<file path="config.mk">
export PLATFORM = sky130hd
export DESIGN_NAME = self_describing_log_deframer_core
export DESIGN_NICKNAME = d
export VERILOG_FILES = /design/src/rtl/sdl_pkg.sv /design/src/rtl/self_describing_log_deframer_core.sv /design/src/rtl/sdl_ram.sv /design/src/rtl/sdl_csr.sv /design/src/rtl/sdl_parser.sv
export SDC_FILE = /design/constraint.sdc
export NUM_CORES = 2
export LEC_CHECK = 0
export BUFFER_PORTS_ARGS = -buffer_cell sky130_fd_sc_hd__buf_4
export CAP_MARGIN = 20
export CORE_UTILIZATION = 40
export CTS_CLUSTER_DIAMETER = 100
export DETAILED_ROUTE_END_ITERATION = 10
export PLACE_DENSITY = 0.57
export SLEW_MARGIN = 20
export SYNTH_ARGS = -nofsm -noshare
export SYNTH_HDL_FRONTEND = slang
export SYNTH_SLANG_ARGS = --single-unit
export TNS_END_PERCENT = 100
</file>
<file path="constraint.sdc">
create_clock -name clock -period 9 [get_ports clock]
set_input_delay 0.45 -clock clock [delete_from_list [all_inputs] [get_ports clock]]
set_output_delay 0.45 -clock clock [all_outputs]
set_load 0.005 [all_outputs]
</file>
<file path="src/rtl/sdl_pkg.sv">
// sdl_pkg: shared types and constants of the log deframer.
// Used by every module in rtl but sdl_ram; no dependencies.
package sdl_pkg;

   localparam int TYPE_COUNT = 256;
   localparam int TYPE_AW    = (TYPE_COUNT > 1) ? $clog2(TYPE_COUNT) : 1;
   localparam logic [8:0] TYPE_LIMIT = 9'(TYPE_COUNT);
   localparam logic [7:0] HEADER_LEN = 8'd3;

   localparam logic [7:0] RST_SYNC_FIRST  = 8'd163;
   localparam logic [7:0] RST_SYNC_SECOND = 8'd149;
   localparam logic [7:0] RST_FMT_TYPE    = 8'd128;
   localparam logic [7:0] RST_FMT_LEN     = 8'd89;

   typedef enum logic [1:0] {
      CSR_SYNC_FIRST  = 2'd0,
      CSR_SYNC_SECOND = 2'd1,
      CSR_FMT_TYPE    = 2'd2,
      CSR_FMT_LEN     = 2'd3
   } sdl_csr_idx_type;

   typedef enum logic [1:0] {
      PH_HUNT1   = 2'd0,
      PH_HUNT2   = 2'd1,
      PH_TYPE    = 2'd2,
      PH_PAYLOAD = 2'd3
   } sdl_phase_type;

   typedef struct packed {
      logic [7:0] byte_value;
      logic       last_byte;
   } sdl_req_type;

   typedef struct packed {
      logic [7:0] record_type;
      logic [7:0] payload_byte;
      logic [7:0] payload_index;
      logic       first_of_record;
      logic       last_of_record;
      logic       empty_record;
   } sdl_rsp_type;

   typedef struct packed {
      logic [7:0] sync_first;
      logic [7:0] sync_second;
      logic [7:0] fmt_type;
      logic [7:0] fmt_len;
   } sdl_cfg_type;

   typedef struct packed {
      logic               en;
      logic [TYPE_AW-1:0] addr;
      logic [7:0]         data;
   } sdl_tbl_wr_type;

endpackage

</file>
<file path="src/rtl/self_describing_log_deframer_core.sv">
// self_describing_log_deframer_core: top level of the log record deframer.
// An accepted byte is held in the input stage and moves on to the output register when that
// register is free (input stage, output register).
// Throughput: one byte per cycle while rsp_stall is low; the length RAM is read once per byte as it is accepted.
// Reset: synchronous; clears parse state and all 256 length-known marks at once, no sweep.
// Length RAM contents are undefined until written by a format record.
// Depends on sdl_pkg, sdl_ram, sdl_csr, sdl_parser.
module self_describing_log_deframer_core
   import sdl_pkg::*;
(
   input  logic        clock,
   input  logic        reset,
   input  logic        req_valid,
   output logic        req_stall,
   input  sdl_req_type req_data,
   output logic        rsp_valid,
   input  logic        rsp_stall,
   output sdl_rsp_type rsp_data,
   input  logic        csr_valid,
   output logic        csr_ready,
   input  logic [1:0]  csr_index,
   input  logic [7:0]  csr_wdata
);

   sdl_cfg_type    cfg;
   sdl_tbl_wr_type tbl_wr;
   sdl_req_type    s1_data_ff;
   logic           s1_valid_ff, s1_valid_in;
   logic           rsp_valid_ff, rsp_valid_in;
   sdl_rsp_type    rsp_data_ff;
   logic           out_free;
   logic           fire;
   logic           req_acc;
   logic [7:0]     rd_data;
   logic           res_valid;
   sdl_rsp_type    res;

   assign csr_ready = 1'b1;

   sdl_csr u_csr (
      .clock    (clock),
      .reset    (reset),
      .wr_en    (csr_valid && csr_ready),
      .wr_index (sdl_csr_idx_type'(csr_index)),
      .wr_data  (csr_wdata),
      .cfg      (cfg)
   );

   assign out_free  = !rsp_valid_ff || !rsp_stall;
   assign fire      = s1_valid_ff && out_free;
   assign req_stall = s1_valid_ff && !fire;
   assign req_acc   = req_valid && !req_stall;

   sdl_ram #(
      .WIDTH (8),
      .DEPTH (TYPE_COUNT)
   ) u_len_ram (
      .clock   (clock),
      .wr_en   (tbl_wr.en),
      .wr_addr (tbl_wr.addr),
      .wr_data (tbl_wr.data),
      .rd_en   (req_acc),
      .rd_addr (req_data.byte_value[TYPE_AW-1:0]),
      .rd_data (rd_data)
   );

   sdl_parser u_parser (
      .clock     (clock),
      .reset     (reset),
      .cfg       (cfg),
      .rd_issue  (req_acc),
      .rd_addr   (req_data.byte_value[TYPE_AW-1:0]),
      .rd_data   (rd_data),
      .fire      (fire),
      .word      (s1_data_ff),
      .tbl_wr    (tbl_wr),
      .res_valid (res_valid),
      .res       (res)
   );

   always_comb begin
      s1_valid_in = req_acc ? 1'b1 : (fire ? 1'b0 : s1_valid_ff);
      if (fire) begin
         rsp_valid_in = res_valid;
      end else if (!rsp_stall) begin
         rsp_valid_in = 1'b0;
      end else begin
         rsp_valid_in = rsp_valid_ff;
      end
   end

   always_ff @(posedge clock) begin
      if (reset) begin
         s1_valid_ff  <= 1'b0;
         rsp_valid_ff <= 1'b0;
      end else begin
         s1_valid_ff  <= s1_valid_in;
         rsp_valid_ff <= rsp_valid_in;
      end
   end

   always_ff @(posedge clock) begin
      if (req_acc) begin
         s1_data_ff <= req_data;
      end
      if (fire && res_valid) begin
         rsp_data_ff <= res;
      end
   end

   assign rsp_valid = rsp_valid_ff;
   assign rsp_data  = rsp_data_ff;

endmodule

</file>
<file path="src/rtl/sdl_ram.sv">
// sdl_ram: generic single write port, single read port RAM.
// Read data is registered; a read of the address being written returns old data.
module sdl_ram #(
   parameter int WIDTH = 8,
   parameter int DEPTH = 256
) (
   input  logic                                clock,
   input  logic                                wr_en,
   input  logic [((DEPTH>1)?$clog2(DEPTH):1)-1:0] wr_addr,
   input  logic [WIDTH-1:0]                    wr_data,
   input  logic                                rd_en,
   input  logic [((DEPTH>1)?$clog2(DEPTH):1)-1:0] rd_addr,
   output logic [WIDTH-1:0]                    rd_data
);

   logic [WIDTH-1:0] mem_ff [DEPTH];
   logic [WIDTH-1:0] rd_data_ff;

   always_ff @(posedge clock) begin
      if (wr_en) begin
         mem_ff[wr_addr] <= wr_data;
      end
      if (rd_en) begin
         rd_data_ff <= mem_ff[rd_addr];
      end
   end

   assign rd_data = rd_data_ff;

endmodule

</file>
<file path="src/rtl/sdl_csr.sv">
// sdl_csr: configuration registers (sync bytes, format record type and length).
// Depends on sdl_pkg.
module sdl_csr
   import sdl_pkg::*;
(
   input  logic            clock,
   input  logic            reset,
   input  logic            wr_en,
   input  sdl_csr_idx_type wr_index,
   input  logic [7:0]      wr_data,
   output sdl_cfg_type     cfg
);

   sdl_cfg_type cfg_ff;
   sdl_cfg_type cfg_in;

   always_comb begin
      cfg_in = cfg_ff;
      if (wr_en) begin
         unique case (wr_index)
            CSR_SYNC_FIRST:  cfg_in.sync_first  = wr_data;
            CSR_SYNC_SECOND: cfg_in.sync_second = wr_data;
            CSR_FMT_TYPE:    cfg_in.fmt_type    = wr_data;
            CSR_FMT_LEN:     cfg_in.fmt_len     = wr_data;
            default:         cfg_in = cfg_ff;
         endcase
      end
   end

   always_ff @(posedge clock) begin
      if (reset) begin
         cfg_ff.sync_first  <= RST_SYNC_FIRST;
         cfg_ff.sync_second <= RST_SYNC_SECOND;
         cfg_ff.fmt_type    <= RST_FMT_TYPE;
         cfg_ff.fmt_len     <= RST_FMT_LEN;
      end else begin
         cfg_ff <= cfg_in;
      end
   end

   assign cfg = cfg_ff;

endmodule

</file>
<file path="src/rtl/sdl_parser.sv">
// sdl_parser: record parse state machine, length-known marks and table write/forward logic.
// Depends on sdl_pkg; reads the registered length RAM output for the byte held in the input stage.
module sdl_parser
   import sdl_pkg::*;
(
   input  logic               clock,
   input  logic               reset,
   input  sdl_cfg_type        cfg,
   input  logic               rd_issue,
   input  logic [TYPE_AW-1:0] rd_addr,
   input  logic [7:0]         rd_data,
   input  logic               fire,
   input  sdl_req_type        word,
   output sdl_tbl_wr_type     tbl_wr,
   output logic               res_valid,
   output sdl_rsp_type        res
);

   sdl_phase_type       phase_ff, phase_in;
   logic [7:0]          cur_type_ff, cur_type_in;
   logic [7:0]          left_ff, left_in;
   logic [7:0]          pos_ff, pos_in;
   logic [7:0]          latch_ff, latch_in;
   logic [TYPE_COUNT-1:0] known_ff, known_in;
   logic                fwd_hit_ff;
   logic [7:0]          fwd_data_ff;

   logic       is_fmt;
   logic       in_range;
   logic       latch_ok;
   logic [7:0] tbl_len;
   logic [7:0] total;
   logic [7:0] plen;
   logic       known;
   logic       first;
   logic       last;

   always_comb begin
      is_fmt   = (word.byte_value == cfg.fmt_type);
      in_range = ({1'b0, word.byte_value} < TYPE_LIMIT);
      latch_ok = ({1'b0, latch_ff} < TYPE_LIMIT);
      tbl_len  = fwd_hit_ff ? fwd_data_ff : rd_data;
      total    = is_fmt ? cfg.fmt_len : tbl_len;
      plen     = (total < HEADER_LEN) ? 8'd0 : total - HEADER_LEN;
      known    = is_fmt || (in_range && known_ff[word.byte_value[TYPE_AW-1:0]]);
      first    = (pos_ff == 8'd0);
      last     = (left_ff <= 8'd1);

      phase_in    = phase_ff;
      cur_type_in = cur_type_ff;
      left_in     = left_ff;
      pos_in      = pos_ff;
      latch_in    = latch_ff;
      known_in    = known_ff;
      tbl_wr      = '0;
      res_valid   = 1'b0;
      res         = '0;

      if (fire) begin
         unique case (phase_ff)
            PH_HUNT1: begin
               if (word.byte_value == cfg.sync_first) begin
                  phase_in = PH_HUNT2;
               end
            end
            PH_HUNT2: begin
               if (word.byte_value == cfg.sync_second) begin
                  phase_in = PH_TYPE;
               end else if (word.byte_value != cfg.sync_first) begin
                  phase_in = PH_HUNT1;
               end
            end
            PH_TYPE: begin
               cur_type_in = word.byte_value;
               if (!known) begin
                  phase_in = PH_HUNT1;
               end else if (plen == 8'd0) begin
                  res_valid           = 1'b1;
                  res.record_type     = word.byte_value;
                  res.first_of_record = 1'b1;
                  res.last_of_record  = 1'b1;
                  res.empty_record    = 1'b1;
                  phase_in            = PH_HUNT1;
               end else begin
                  left_in  = plen;
                  pos_in   = 8'd0;
                  phase_in = PH_PAYLOAD;
               end
            end
            PH_PAYLOAD: begin
               if (cur_type_ff == cfg.fmt_type) begin
                  if (pos_ff == 8'd0) begin
                     latch_in = word.byte_value;
                  end else if (pos_ff == 8'd1 && latch_ok) begin
                     tbl_wr.en   = 1'b1;
                     tbl_wr.addr = latch_ff[TYPE_AW-1:0];
                     tbl_wr.data = word.byte_value;
                     known_in[latch_ff[TYPE_AW-1:0]] = 1'b1;
                  end
               end
               res_valid           = 1'b1;
               res.record_type     = cur_type_ff;
               res.payload_byte    = word.byte_value;
               res.payload_index   = pos_ff;
               res.first_of_record = first;
               res.last_of_record  = last;
               if (last) begin
                  left_in  = 8'd0;
                  phase_in = PH_HUNT1;
               end else begin
                  left_in = left_ff - 8'd1;
                  pos_in  = pos_ff + 8'd1;
               end
            end
            default: phase_in = PH_HUNT1;
         endcase
         if (word.last_byte) begin
            phase_in = PH_HUNT1;
            left_in  = 8'd0;
            pos_in   = 8'd0;
         end
      end
   end

   always_ff @(posedge clock) begin
      if (reset) begin
         phase_ff    <= PH_HUNT1;
         cur_type_ff <= 8'd0;
         left_ff     <= 8'd0;
         pos_ff      <= 8'd0;
         latch_ff    <= 8'd0;
         known_ff    <= '0;
         fwd_hit_ff  <= 1'b0;
      end else begin
         phase_ff    <= phase_in;
         cur_type_ff <= cur_type_in;
         left_ff     <= left_in;
         pos_ff      <= pos_in;
         latch_ff    <= latch_in;
         known_ff    <= known_in;
         if (rd_issue) begin
            // RAM returns old data when the same entry is written this cycle
            fwd_hit_ff <= tbl_wr.en && (tbl_wr.addr == rd_addr);
         end
      end
   end

   always_ff @(posedge clock) begin
      if (rd_issue) begin
         fwd_data_ff <= tbl_wr.data;
      end
   end

   a_wr_in_payload: assert property (@(posedge clock) disable iff (reset)
      tbl_wr.en |-> (phase_ff == PH_PAYLOAD && fire))
      else $error("table write outside payload phase");

   a_empty_marks: assert property (@(posedge clock) disable iff (reset)
      (res_valid && res.empty_record) |-> (res.first_of_record && res.last_of_record
                                           && res.payload_byte == 8'd0))
      else $error("empty record result without first/last marks");

   a_known_reset: assert property (@(posedge clock) disable iff (reset)
      $past(reset) |-> (known_ff == '0))
      else $error("length-known marks not cleared by reset");

   a_fwd_capture: assert property (@(posedge clock) disable iff (reset)
      (rd_issue && tbl_wr.en && tbl_wr.addr == rd_addr) |=> fwd_hit_ff)
      else $error("same-entry write not forwarded");

   a_payload_left: assert property (@(posedge clock) disable iff (reset)
      (phase_ff == PH_PAYLOAD) |-> (left_ff != 8'd0))
      else $error("payload phase with no bytes left");

endmodule

</file>
Word-level counts from Yosys, hierarchy flattened:

Memories as Yosys holds them, arrays and structs flattened. A register that Yosys moved wholly into a read port is not among the register bits.
Cells that the tools add are included.

* bits in registers: 369
* bits in latches: 0
* RAM bits: 2048
* bits in read-only memories: 0
* input bits: 24
* output and inout port bits: 30
* logic and storage cells: 129
* memories: 1

Memory list
* u_len_ram.mem_ff: depth 256, bits a word 8, read ports 1, clocked after memory_dff 1, wr ports 1, line sdl_ram.sv:16 `logic [WIDTH-1:0] mem_ff [DEPTH];`

* $add $sub $neg: 3
* $mul: 0
* div/mod/pow operators: 0
* order comparisons: 5
* equal/unequal tests: 20
* shifts and indexed selects: 0
* multiplexer cells: 46
* bitwise logic cells: 2
* reductions and logical operators: 30

Operators with widths (number)
* 256-bit bitwise OR: 1
* 8-bit 2-to-1 mux: 13
* 17-bit 2-to-1 mux: 5
* 8-bit one-hot mux with 2 select lines: 3
* 8-bit == test: 5
* 8-bit by 9-bit less-than comparator with 1-bit output, second input constant: 2
* 8-bit zero test: 2
* 2-bit 2-to-1 mux: 7
* 2-bit AND reduction: 6
* 4-bit AND reduction: 3
* 1-bit 2-to-1 mux: 11
* 5-bit AND reduction: 2
* 3-bit by 2-bit != test with 1-bit output, second input constant: 3
* 8-bit by 1-bit adder with 8-bit output, second input constant: 1
* 1-bit binary-select mux with 8-bit select: 1
* 1-bit demux with 8-bit select: 1
* 2-bit == test, second input constant: 4
* 8-bit by 1-bit == test with 1-bit output, second input constant: 1
* 8-bit by 1-bit greater-or-equal comparator with 1-bit output, second input constant: 1
* 8-bit by 1-bit less-or-equal comparator with 1-bit output, second input constant: 1
* 8-bit by 2-bit less-than comparator with 1-bit output, second input constant: 1
* 8-bit != test: 1
* 2-bit one-hot mux with 4 select lines: 1
* 8-bit by 1-bit subtractor with 8-bit output, second input constant: 1
* other kinds (16): 29

Longest topological paths before layout:

* word-level depth: 10
* gate-level depth with buffers: 19
* gate-level depth less buffers: 13

Cells and area by module:

From an unflattened synthesis, not the netlist that was laid out.

* cells, all modules: 5459
* area, all modules: 95831.9 um^2

Modules (own cells, without submodules)
* sdl_ram: instances 1, cells each 3733, area each 79636.4 um^2, sequential area each 61739.2 um^2
* sdl_parser: instances 1, cells each 1548, area each 13704.4 um^2, sequential area each 6065.8 um^2
* sdl_csr: instances 1, cells each 128, area each 1305.0 um^2, sequential area each 640.6 um^2
* self_describing_log_deframer_core: instances 1, cells each 50, area each 1186.1 um^2, sequential area each 1121.1 um^2

Worst setup path before layout:

Ideal clock, no wire load.

* path kind: input port to flip-flop
* start: input port rsp_stall
* end: memory u_len_ram.mem_ff[0][0] (data pin)
* library setup time: 0.872 ns
* arrival: 4.862 ns
* required time: 8.128 ns
* setup slack: 3.266 ns
* cell stages on the path: 6
* buffers on the path: 1
* cells stage by stage: a21boi_0 > nand2_1 > nor2_1 > and4b_1 > clkbuf_1 > and2_1

RTL lines
* start: declaration: line self_describing_log_deframer_core.sv:17 `input logic rsp_stall,`
* end: declaration: line sdl_ram.sv:16

Worst setup path in the final report:

* start: register u_parser.phase_ff[0]
* end: memory u_len_ram.mem_ff[224][6] (enable)

* longest elaborated chain between the ends: 5

RTL lines
* start: declaration: line sdl_parser.sv:19 `sdl_phase_type phase_ff, phase_in;`
* start signal: assignment: line sdl_parser.sv:135 `phase_ff <= phase_in;`
* 2-bit == test *: line sdl_parser.sv:60 `unique case (phase_ff)`
* 17-bit 2-to-1 mux *: line sdl_parser.sv:60
* 17-bit 2-to-1 mux *: line sdl_parser.sv:59 `if (fire) begin`
* 1-bit 2-to-1 mux: line sdl_ram.sv:20 `if (wr_en) begin`
* 1-bit 2-to-1 mux (implied by the code): line sdl_ram.sv:21 `mem_ff[wr_addr] <= wr_data;`

Every way passes the cells marked *; elsewhere a longest branch is shown, timed or not.

==> results_dict.tcl <==
set metrics [dict create \
    gp_congestion 0.829 \
    setup_tns_ns 0 \
    nNetsFinal 4719 \
    critical_path.endpoint_type "flop" \
    relSlewSlack_pct 23.3 \
    crit_buf_inv 1 \
    overflow 0 \
    post_cts_buffers 0 \
    synth_cell_type_count 69 \
    avgSynthCellArea_um2 20.6 \
    power_frac_comb_pct 2.5 \
    crit_start "u_parser.phase_ff[0]$_SDFFE_PP0P_" \
    cp.arrival_ns 5.42 \
    die_w_um 487 \
    placed_cells 7565 \
    cts_made_buffers 237 \
    reg2reg_slack_ns 4.05 \
    use_met1_pct 28.9 \
    use_met2_pct 32.0 \
    cp_cell_sequence "inv_1, nor2_1, and4b_1, and3b_1, nand3_1, nor2_1" \
    synth_fp_nets 4600 \
    final-setup-viol-count 0 \
    p_seq_share_pct 53.5 \
    rows 177 \
    grt_pass1_vias 46071 \
    yosys_warnings 0 \
    critPathMaxStageDelay_ns 0.89 \
    worst-slew-pin-transition_ns 1.15 \
    cp_slowest_cell "nor2_1" \
    io_buffer_count 52 \
    switching_share_pct 20.6 \
    crit_top_cell "nor2_1" \
    antenna_found_initial 15 \
    path_max_fanout 18 \
    synthArstFlopShare_pct 0 \
    clk-insertion-delay-late_ns 0.87 \
    core-area_mm2 0.233 \
    power.leakage_nw 27.6 \
    cp-start-kind "flop" \
    viasPerCell 5.70 \
    power.switching_mw 4.64 \
    status "finished, final reports clean" \
    finalNonFillerCells 8034 \
    ctsResizeCount 0 \
    fmax_mhz 202 \
    power_density_mw_per_mm2 212 \
    ys_seq_elements 2425 \
    min_path_cells 3 \
    clockRootBuffer "clkbuf_16" \
    wl_um 241000 \
    hold_viol 0 \
    track_usage_pct 20.3 \
    cts_buffer_depth 3 \
    cp.required_ns 9.47 \
    p_clk_share_pct 44.0 \
    busiest_layer "met2" \
    grt_max_degree 258 \
    min_path_type "in -> reg" \
    drive_above_1_share_pct 26.1 \
    maxCapViolCount 0 \
    io_pins 54 \
    synth_edf_count 2100 \
    drt_iter0_markers 4720 \
    synthFlopType "edfxtp_1" \
    first_pass_iters 5 \
    grt_pass1_wl_um 345000 \
    die_h_um 487 \
    ys_seq_area_share_pct 73.9 \
    period_minus_slack_ns 4.95 \
    initial_core_util_pct 40.4 \
    grt_setup_unrepaired "false" \
    fin_crit_sh_pct 55.0 \
    grtUsageMet3_pct 3.90 \
    place_hpwl_um 146000 \
    num_vias 45754 \
    drt.antenna.violating_nets 0 \
    drc 0 \
    hold_path_startpoint "reset" \
    internal_power_mw 17.9 \
    tritoncts "done" \
    syn_to_final_growth_pct 12.9 \
    ir_drop_mv 0.175 \
    fin_skew_ns 0.0371 \
    syn-instance-count 4570 \
    finalMaxSlewViolations 0 \
    path_delay_family "simple AND/OR/NAND/NOR gates" \
    netlist_area_mm2 0.0942 \
    timing.rr.end "u_len_ram.mem_ff[224][6]$_DFFE_PP_" \
    path_clk_slew_ns 0.06 \
    die_area_mm2 0.237 \
    min_to "u_csr.cfg[23]$_SDFFE_PP1P_" \
    r2r_cells 6 \
    routedWlPerCell_um 30.0 \
    h-tree-depth 4 \
    worst_r2r_startpoint "u_parser.phase_ff[0]$_SDFFE_PP0P_" \
    worstSetupPathType "reg -> reg" \
    cts.sinks 2425 \
]
[how the worst max path moves through the flow]
stage                                    endpoint  cells after the start
6_report       u_len_ram.mem_ff[224][6]$_DFFE_PP_                      6
5_1_grt          u_parser.left_ff[3]$_SDFFE_PP0P_                     11
4_1_cts          u_parser.left_ff[5]$_SDFFE_PP0P_                     10
3_5_place_dp   u_len_ram.mem_ff[113][5]$_DFFE_PP_                      9
3_3_place_gp    u_len_ram.mem_ff[96][7]$_DFFE_PP_                      9
2_1_floorplan    u_len_ram.mem_ff[0][0]$_DFFE_PP_                      6
[Yosys cell counts, types with 18 or more instances]
| master | instances | share of area (%) |
|---|---|---|
| edfxtp_1 | 2100 | 67 |
| mux4_2 | 738 | 18 |
| dfxtp_1 | 325 | 6.9 |
| nor2_1 | 322 | 1.3 |
| o21a_1 | 265 | 2.1 |
| clkbuf_1 | 184 | 0.73 |
| nand2_1 | 112 | 0.45 |
| buf_2 | 60 | 0.32 |
| mux2i_1 | 60 | 0.64 |
| a21oi_1 | 33 | 0.18 |
| nand3_1 | 31 | 0.16 |
| xor2_1 | 31 | 0.29 |
| buf_1 | 26 | 0.10 |
| xnor2_1 | 23 | 0.21 |
| nor3_1 | 18 | 0.096 |
[routing by layer]
layer | wire, um | up-vias | share of wire (%)
met2 | 115000 | 1600 | 48
li1 | - | 19111 | -
met4 | 5900 | 4 | 2.5
met3 | 16900 | 314 | 7.0
met5 | 22 | - | 0.0091
met1 | 103000 | 24725 | 43
[final cells by class]
class                      count  area (um^2)
clock inverter               109         1110
fill                       19713       127000
inverter                      16         67.6
clock buffer                 339         6700
timing repair buffer         162         1470
sequential                  2425        69600
tap                         3132         3920
multi-input combinational   1847        23500
antenna                        4         10.0
[what timing repair did]
action / 4_1_cts / 5_1_grt
setup endpoints to repair: 0 / 0
hold buffers: 15 / 0
endpoints found under the hold margin: 37 / 0
[registers in the layout, indices dropped and copies added, names as in the netlist, 9 cells and up]
register and flops:
u_len_ram.mem_ff 2048, u_parser.known_ff 256, u_csr.cfg 32, rsp_data 27, s1_data_ff 9
[metrics by stage]
stage / setup WS, ns / utilization, % / power (mW) / hold slack, ns / cell area, um^2
after floorplan: 3.27 / - / 12.7 / 0.433 / 94200
after global placement: 3.67 / 42.1 / 12.9 / 0.440 / 98200
after detailed placement: 3.86 / 42.1 / 12.9 / 0.448 / 98300
after CTS: 4.02 / 45.5 / 22.7 / 0.0149 / 106000
after global routing: 3.72 / 45.5 / 23.1 / 0.0654 / 106000
final: 4.05 / 45.5 / 22.5 / 0.0716 / 106000
[cells in the final DEF (no fill, tap or decap), types with 12 or more instances in the layout]
| cell type | Yosys | final |
|---|---|---|
| a32o_1 | 12 | 12 |
| nand2_1 | 112 | 112 |
| mux2_2 | 12 | 12 |
| nand3_1 | 31 | 23 |
| nor2b_1 | 13 | 12 |
| mux2i_1 | 60 | 60 |
| nor4_1 | 16 | 15 |
| dfxtp_1 | 325 | 325 |
| a21oi_1 | 33 | 32 |
| nor3_1 | 18 | 18 |
| clkinv_1 | 0 | 35 |
| o21a_1 | 265 | 265 |
| buf_4 | 5 | 128 |
| mux4_2 | 738 | 738 |
| clkbuf_1 | 184 | 67 |
| dlygate4sd3_1 | 0 | 15 |
| clkinv_2 | 0 | 37 |
| xnor2_1 | 23 | 23 |
| buf_12 | 0 | 13 |
| inv_1 | 15 | 14 |
| clkbuf_16 | 0 | 240 |
| nor2_1 | 322 | 312 |
| bufinv_16 | 0 | 16 |
| o21ai_0 | 14 | 14 |
| clkbuf_8 | 0 | 32 |
| and3_1 | 15 | 15 |
| xor2_1 | 31 | 31 |
| edfxtp_1 | 2100 | 2100 |
[worst register-to-register path, stage by stage, from the launching register on]
cell     delay, ns
dfxtp_1       0.70
inv_1         0.39
nor2_1        0.56
and4b_1       0.74
and3b_1       0.61
nand3_1       0.67
nor2_1        0.90
[cells by family after synthesis]
family                     after synthesis  share of synthesized area (%)
DFF                                   2425                           73.9
muxes                                  810                           18.4
and+or+nand+nor                        584                           2.71
AOI/OAI and AO/OA                      392                           3.07
buffers and inverters                  298                           1.35
xor gates and xnor gates                54                          0.502
adders and majority gates                6                         0.0797
other                                    1                        0.00398
[power groups by stage]
stage | combinational, mW | clock (mW) | sequential (mW)
finish | 0.553 | 9.92 | 12.1
global route | 0.584 | 10.5 | 12.1
CTS | 0.563 | 10.1 | 12.1
detailed placement | 0.557 | 0 | 12.3
global placement | 0.558 | 0 | 12.3
floorplan | 0.390 | 0 | 12.3
Note: power is estimated with default switching activity, not from simulation.
